`src/ptee_pkg.sv`:
```
package ptee_pkg;

  localparam int VAL_W     = 48;
  localparam int IN_VAL_W  = 32;
  localparam int CODE_W    = 6;
  localparam int SLOT_W    = 6;
  localparam int USED_W    = 7;
  localparam int CNT_W     = 5;
  localparam int CLAMP_W   = 27;
  localparam int MAG_W     = 26;
  localparam int FRAC_BITS = 16;
  localparam int OP_CODES  = 4;
  localparam int PROD_W    = 2 * CLAMP_W;
  localparam int DIVD_W    = MAG_W + FRAC_BITS;
  // operator stack entry: held flag, operator, clamped left operand
  localparam int STK_W     = 1 + 2 + CLAMP_W;

  localparam logic signed [CLAMP_W-1:0] CLAMP_HI = 27'sd65536000;
  localparam logic signed [CLAMP_W-1:0] CLAMP_LO = -27'sd65536000;

  localparam logic CFG_CONST_COUNT = 1'b0;
  localparam logic CFG_FEAT_COUNT  = 1'b1;

  typedef enum logic [1:0] {
    CMD_NODE  = 2'd0,
    CMD_CONST = 2'd1,
    CMD_FEAT  = 2'd2,
    CMD_EVAL  = 2'd3
  } cmd_t;

  typedef enum logic [1:0] {
    OP_ADD = 2'd0,
    OP_SUB = 2'd1,
    OP_MUL = 2'd2,
    OP_DIV = 2'd3
  } op_t;

  typedef enum logic [1:0] {
    ERR_NONE = 2'd0,
    ERR_RUN  = 2'd1,
    ERR_FEAT = 2'd2
  } err_t;

  typedef enum logic [2:0] {
    BK_IDLE,
    BK_FETCH,
    BK_NODE,
    BK_LEAF,
    BK_UNWIND,
    BK_TOP,
    BK_MUL,
    BK_DIV
  } bk_state_t;

  typedef struct packed {
    cmd_t                        cmd;
    logic [SLOT_W-1:0]           slot;
    logic [CODE_W-1:0]           node_code;
    logic signed [IN_VAL_W-1:0]  value;
  } in_item_t;

  typedef struct packed {
    logic signed [VAL_W-1:0] result;
    logic [USED_W-1:0]       nodes_used;
    err_t                    error;
  } out_item_t;

  typedef struct packed {
    logic     valid;
    in_item_t item;
  } q_head_t;

  function automatic logic signed [CLAMP_W-1:0] clamp_q16(input logic signed [VAL_W-1:0] v);
    logic signed [CLAMP_W-1:0] r;
    if (v < VAL_W'(CLAMP_LO)) r = CLAMP_LO;
    else if (v > VAL_W'(CLAMP_HI)) r = CLAMP_HI;
    else r = v[CLAMP_W-1:0];
    return r;
  endfunction

endpackage

```
`src/ptee_fifo.sv`:
```
module ptee_fifo (
  input  logic                clk,
  input  logic                rst_n,
  input  logic                push,
  input  ptee_pkg::in_item_t  push_item,
  output logic                full,
  input  logic                pop,
  output ptee_pkg::q_head_t   head
);
  import ptee_pkg::*;

  in_item_t   slot_r [2];
  logic       wr_ptr_r, rd_ptr_r;
  logic [1:0] count_r;

  assign full       = (count_r == 2'd2);
  assign head.valid = (count_r != 2'd0);
  assign head.item  = slot_r[rd_ptr_r];

  always_ff @(posedge clk) begin
    if (push) begin
      slot_r[wr_ptr_r] <= push_item;
    end
  end

  always_ff @(posedge clk) begin
    if (!rst_n) begin
      wr_ptr_r <= 1'b0;
      rd_ptr_r <= 1'b0;
      count_r  <= 2'd0;
    end else begin
      if (push) wr_ptr_r <= ~wr_ptr_r;
      if (pop)  rd_ptr_r <= ~rd_ptr_r;
      count_r <= count_r + {1'b0, push} - {1'b0, pop};
    end
  end
endmodule

```
`config.mk`:
```
export PLATFORM = sky130hd
export DESIGN_NAME = ptee_fifo
export DESIGN_NICKNAME = d
export VERILOG_FILES = /design/src/ptee_pkg.sv /design/src/ptee_fifo.sv
export SDC_FILE = /design/constraint.sdc
export NUM_CORES = 1
export LEC_CHECK = 0
export ABC_CLOCK_PERIOD_IN_PS = 5100
export BUFFER_PORTS_ARGS = -buffer_cell sky130_fd_sc_hd__buf_2
export CORE_MARGIN = 2
export CORE_UTILIZATION = 42
export CTS_CLUSTER_SIZE = 28
export DETAILED_ROUTE_END_ITERATION = 8
export PLACE_DENSITY = 0.69
export SLEW_MARGIN = 20
export SYNTH_ARGS = -nofsm -noshare
export SYNTH_HDL_FRONTEND = slang
export SYNTH_SLANG_ARGS = --single-unit
export TNS_END_PERCENT = 30
```
`constraint.sdc`:
```
create_clock -name clk -period 5.1 [get_ports clk]
set_input_delay 0.255 -clock clk [delete_from_list [all_inputs] [get_ports clk]]
set_output_delay 0.255 -clock clk [all_outputs]
set_load 0.03 [all_outputs]
```
---- Yosys cells after proc, flatten, opt, wreduce, memory -nomap -nowiden ----
Memory sizes are Yosys's and may differ from the RTL's. A register that Yosys moved wholly into a read port is not among the register bits.
Cells that the tools add are included.
storage, ports and cells
  register bits ........................... 4
  bits in writable memories ............... 92
  memories kept ........................... 1
operators by class
  $add $sub $neg .......................... 2
  equality and inequality tests ........... 1
  multiplexer cells ....................... 4
  bitwise operators ....................... 2
  reductions and logical operators ........ 1
memories
  memory  words  bits a word  read ports  clocked after memory_dff  wr ports  line             text
  slot_r  2      46           1           1                         1         ptee_fifo.sv:12  in_item_t slot_r [2];
operator list
  kind                  number
  $mux W1               4
  $add A2 B1 Y2         1
  $eq A2 B2 Y1 const B  1
  $not A1 Y1            2
  $reduce_bool A2 Y1    1
  $sub A2 B1 Y2         1

---- Depth between registers and ports, before layout ----
Gate-level depths: netlist (run 1).
  word-level depth ........................ 3
  mapped depth ............................ 6
  depth with buffers taken out ............ 6

---- Least setup slack after synthesis (run 1) ----
Ideal clock, no wire load.
  kind .................................... register -> register
  from .................................... register wr_ptr_r
  to ...................................... memory slot_r[0][0] in the netlist's numbering (enable)
  setup time .............................. 0.456 ns
  arrival ................................. 2.387 ns
  required time ........................... 4.644 ns
  slack ................................... 2.256 ns
  cell stages (with the launch flop) ...... 2
  clock period less this slack ............ 2.844 ns
  cell sequence ........................... dfxtp_1 nor2b_1
RTL lines
  what                    line             text
  start, declared         ptee_fifo.sv:13  logic wr_ptr_r, rd_ptr_r;
  start signal, assigned  ptee_fifo.sv:32  if (push) wr_ptr_r <= ~wr_ptr_r;
  end, declared           ptee_fifo.sv:12
No word-level cell before the write port.

==> impl_metrics.json, run 1 <==
{
  "status": "complete, no violations",
  "async_reset_ff_frac": 0,
  "setup_ws_ns": 2.98,
  "core_area_sq_mm": 0.00868,
  "drc": 0,
  "synth-edff-count": 92,
  "rows": 34,
  "post-place-ws_ns": 3.33,
  "design_area_sq_mm": 0.00450,
  "post_drt_wl_per_cell_um": 15.1,
  "port_buffers": 97,
  "grt_max_degree": 48,
  "ys_seq_elements": 97,
  "overflow": 0,
  "synth_warnings": 0,
  "crit_fanout": 46,
  "syn-num-nets": 216,
  "diodes": 0,
  "synth_cells": 164,
  "synth.top_cell.area_share": 0.737,
  "cts_tree": "built",
  "cts_buffer_depth": 2,
  "timing.fmax_ghz": 0.471,
  "syn2layout_area_growth_pct": 20.0,
  "worst_pin_slew_ns": 0.847,
  "drt_iter0_markers": 52,
  "grt_pass1_vias": 1848,
  "cts_buffers": 9,
  "h-tree-depth": 3,
  "ctsHoldBuffers": 0,
  "crit_arrival_ns": 1.87,
  "cts_resized": 0,
  "rsz0062_at_grt": "false",
  "netlist-cell-type-count": 14,
  "multiInputGateArea_sq_um": 798,
  "grt_usage": 0.119,
  "wl_um": 5760,
  "synth_common_cells": "92 x edfxtp_1, 40 x mux2_4, 6 x mux2_2",
  "yosysMostFrequentCell": "edfxtp_1",
  "root_buffer": "clkbuf_8",
  "cts_setup_buffers": 0,
  "post_dp_cell_area_sq_mm": 0.00430,
  "setup-violations-final": 0,
  "antenna_found_initial": 0,
  "die_w_um": 98.5,
  "irDropWorstVdd_uv": 190,
  "clock_sinks": 97,
  "fin_crit_sh": 0.416,
  "die_y_um": 98.5,
  "drive_above_1_share": 0.601,
  "via_per_inst": 4.59,
  "start_util": 0.432,
  "startpoint_type": "flop",
  "via_count": 1747,
  "stdcell_count": 381,
  "syn_area_per_cell_sq_um": 22.9,
  "path_class": "reg -> out",
  "insertion_delay_ns": 0.35,
  "drv_slew": 0,
  "ys_top_cells_by_area": "edfxtp_1 74%, mux2_4 16%, dfxtp_1 2.7%, buf_12 2.1%, mux2_2 1.8%",
  "placed_cells": 365,
  "grt_pass1_wl_um": 8900,
  "leakagePower_nw": 1.80,
  "max_cap_violations": 0,
  "worstHoldPathType": "in -> reg",
  "slew_headroom": 0.435,
  "period_needed_ns": 2.12,
  "firstDrtPassIters": 4,
  "clk_pin_slew_ns": 0.10,
  "setup-tns-final_ns": 0,
  "utilization": 0.518,
  "die-area_sq_mm": 0.00970,
  "synth_flop_cell": "edfxtp_1",
  "fill_cells": 753,
  "worst_setup_path_end_kind": "output pin",
  "gp_congestion": 0.631,
  "ios": 98,
  "worstPathRequired_ns": 4.85,
  "ant_nets": 0,
  "finalHoldViolations": 0,
  "power.density_mw_per_mm2": 379,
  "seq_area_sq_mm": 0.00287,
  "yosysSeqAreaShare": 0.763,
  "nets": 320,
  "skew_ns": 0.0110,
  "netlist_area_sq_mm": 0.00375,
  "synth_top_area_cell": "edfxtp_1"
}
-- state kept, by name, summed over array words and instances (netlist names), named ones only --
signal,flops
count_r,2
slot_r,92
wr_ptr_r,1
rd_ptr_r,1
-- kinds of logic (layout without fill, tap and decap cells) --
logic type,count (synthesis),after routing,share of synthesized area
AOI/OAI and AO/OA,1,1,0.00200
xor gates and xnor gates,2,2,0.00834
adders and majority gates,2,2,0.00667
buffers and inverters,7,116,0.0264
DFF,97,97,0.763
muxes,46,46,0.178
and+or+nand+nor,9,9,0.0150
-- layout make-up --
type                            count  area share
Inverter                            2     0.00167
Tap cell                          108      0.0300
Timing Repair Buffer               98       0.110
Sequential cell                    97       0.637
Multi-Input combinational cell     60       0.177
Clock inverter                      7      0.0167
Clock buffer                        9      0.0275
-- path summary, 6_finish.rpt --
| kind | slack [ns] | from | end | cells after the start |
|---|---|---|---|---|
| worst max-delay path | 2.98 | flop | head[1] | 2 |
| worst min-delay path | 0.08 | push_item[5] | slot_r[1][5] | 1 |
| worst max register to register | 3.72 | wr_ptr_r | slot_r[1][17] | 1 |
| worst min register to register | 0.59 | rd_ptr_r | flop | 2 |
-- cells in the final DEF, fill, tap and decap left out --
cell,count
xor2_1,1
ha_1,2
xnor3_1,1
nor2b_1,3
mux2_2,6
or2_2,1
clkbuf_8,9
o21a_1,1
buf_2,97
nor2b_4,1
dfxtp_1,4
inv_6,4
dfxtp_4,1
buf_4,1
and2_1,3
bufinv_16,1
mux2_4,40
inv_1,2
and2_4,1
clkinv_2,2
edfxtp_1,92
-- metrics by stage --
| stage | hold WS, ns | total power [mW] |
|---|---|---|
| 6_report | 0.0833 | 1.71 |
| 5_1_grt | 0.0643 | 1.78 |
| 4_1_cts | 0.0649 | 1.73 |
| 3_5_place_dp | 0.446 | 1.23 |
| 3_3_place_gp | 0.443 | 1.22 |
| 2_1_floorplan | 0.354 | 1.17 |
-- worst max-delay path: stages, from the launching register on --
cell and delay (ns):
dfxtp_4 0.91, mux2_2 0.40, buf_2 0.17
-- layer usage --
layer,global-route usage,share of wire,up-vias
li1,-,-,845
met1,0.140,0.40,837
met2,0.205,0.52,58
met3,0.0355,0.062,7
met4,0.0506,0.013,0
met5,0,0,-
-- report_power, final --
| group | switching (mW) | internal (mW) |
|---|---|---|
| clock | 0.264 | 0.232 |
| sequential | 0.0315 | 0.919 |
| combinational | 0.144 | 0.115 |
| total | 0.440 | 1.27 |
Power figures use the tool's default switching activity.
==> inputs of run 2 (changes only) <==
--- a/config.mk
+++ b/config.mk
@@ -5,7 +5,7 @@
 export SDC_FILE = /design/constraint.sdc
 export NUM_CORES = 1
 export LEC_CHECK = 0
-export ABC_CLOCK_PERIOD_IN_PS = 5100
+export ABC_CLOCK_PERIOD_IN_PS = 2100
 export BUFFER_PORTS_ARGS = -buffer_cell sky130_fd_sc_hd__buf_2
 export CORE_MARGIN = 2
 export CORE_UTILIZATION = 42
==> constraint.sdc (replaced) <==
create_clock -name clk -period 2.1 [get_ports clk]
set_input_delay 0.105 -clock clk [delete_from_list [all_inputs] [get_ports clk]]
set_output_delay 0.105 -clock clk [all_outputs]
set_load 0.03 [all_outputs]
==> run 2 against run 1 <==
Clock power up 140%. Sequential power increased by 140%. Die area did not move. Count of clock-buffer cells in the layout unchanged. Sequential share of layout area is 6.6 points lower. Via count increased by 12%. Worst setup slack worse by 2.7 ns. Cell area rose by 12%. Register-to-register slack got worse by 2.9 ns. Combinational power grew to 2.8 times the previous value.
==> impl_metrics.json, run 2 (same netlist as run 1, synthesis figures left out) <==
{
  "r2r_slack_ns": 0.85,
  "fill_cells": 703,
  "die-area_sq_mm": 0.00970,
  "worstPathRequired_ns": 2.00,
  "worst_pin_slew_ns": 0.363,
  "crit_arrival_ns": 1.72,
  "wl_um": 6150,
  "reg.largest.list": "slot_r (92), count_r (2)",
  "grt_usage": 0.128,
  "via_per_inst": 4.54,
  "finalHoldViolations": 0,
  "setup-tns-final_ns": 0,
  "clock_sinks": 97,
  "rsz0062_at_grt": "false",
  "ios": 98,
  "drc": 0,
  "slew_headroom": 0.758,
  "grt_max_degree": 48,
  "startpoint_type": "flop",
  "utilization": 0.578,
  "leakagePower_nw": 2.01,
  "timing.fmax_ghz": 0.547,
  "crit_fanout": 21,
  "grt_pass1_vias": 1976,
  "worstHoldPathType": "in -> reg",
  "cts_resized": 0,
  "path_class": "reg -> out",
  "drt_iter0_markers": 42,
  "gp_congestion": 0.657,
  "grt_pass1_wl_um": 9260,
  "drv_slew": 0,
  "max_cap_violations": 0,
  "clk_pin_slew_ns": 0.09,
  "drive_above_1_share": 0.516,
  "skew_ns": 0.00698,
  "regMostFlops": "slot_r",
  "via_count": 1953,
  "diodes": 0,
  "irDropWorstVdd_uv": 438,
  "cts_buffer_depth": 2,
  "antenna_found_initial": 0,
  "power.density_mw_per_mm2": 840,
  "cts_tree": "built",
  "insertion_delay_ns": 0.35,
  "ant_nets": 0,
  "post_drt_wl_per_cell_um": 14.3,
  "start_util": 0.432,
  "port_buffers": 97,
  "die_w_um": 98.5,
  "layout_common_cells": "97 x buf_2, 92 x edfxtp_1, 46 x dlygate4sd3_1",
  "root_buffer": "clkbuf_8",
  "die_y_um": 98.5,
  "dpl.hpwl_um": 3650,
  "mostFrequentLayoutCell": "buf_2",
  "cts_buffers": 9,
  "h-tree-depth": 3,
  "syn2layout_area_growth_pct": 33.9,
  "nets": 369,
  "setup-violations-final": 0,
  "largest_reg_flops": 92,
  "firstDrtPassIters": 4,
  "period_needed_ns": 1.83,
  "worst_setup_path_end_kind": "output pin",
  "core_area_sq_mm": 0.00868,
  "fin_crit_sh": 0.871,
  "overflow": 0,
  "status": "complete, no violations",
  "rows": 34
}
run 2: changes by cell type in the layout (fill, tap and decap cells not counted), sizes merged:
cell | previous run | this run
inv | 6 | 5
clkinvlp | 0 | 1
buf | 98 | 101
dlygate4sd3 | 0 | 46
run 2: what timing repair did:
item                                   in CTS  in global routing
endpoints found under the hold margin      92                  0
hold buffers                               46                  0
setup buffers                               0                  0
run 2: layout make-up:
cell class	count	area [sq um]	area share
sequential	97	2870	0.571
inverter	2	7.51	0.00150
timing repair buffer	147	1010	0.202
clock buffer	9	124	0.0247
clock inverter	7	76.3	0.0152
tap	108	135	0.0269
multi-input combinational	60	797	0.159
run 2: stage by stage:
step / power (mW) / setup WS [ns] / cell area, sq um / hold slack [ns] / cells
CTS: 4.27 / 0.226 / 5020 / 0.00382 / 430
finish: 4.22 / 0.271 / 5020 / 0.0221 / 430
global placement: 2.99 / 0.635 / 4360 / 0.292 / 368
detailed placement: 3.01 / 0.629 / 4360 / 0.296 / 368
floorplan: 2.83 / 0.144 / 3750 / 0.204 / 164
global route: 4.40 / 0.174 / 5020 / 0.00628 / 430
run 2: worst max-delay path, stage by stage, from the launching register on:
cell     delay [ns]
dfxtp_4        0.59
buf_12         0.26
mux2_2         0.35
buf_2          0.17
run 2: routing by layer:
metal  GRT usage  wire length (um)
met1       0.143              2490
met2       0.230              3240
met3      0.0291               315
met4      0.0611               108
met5           0                 0
run 2: worst paths after layout:
kind                            cells after the start  startpoint         end
worst max-delay path                                3        flop    head[45]
worst min-delay path                                2       rst_n    wr_ptr_r
worst max register to register                      6  count_r[0]  count_r[1]
worst min register to register                      2    rd_ptr_r        flop
run 2: power breakdown:
group,switching (mW),internal [mW],leakage [nW]
clock network,0.638,0.561,0.0983
logic,0.388,0.348,1.00
registers,0.0497,2.23,0.906
total,1.08,3.14,2.01
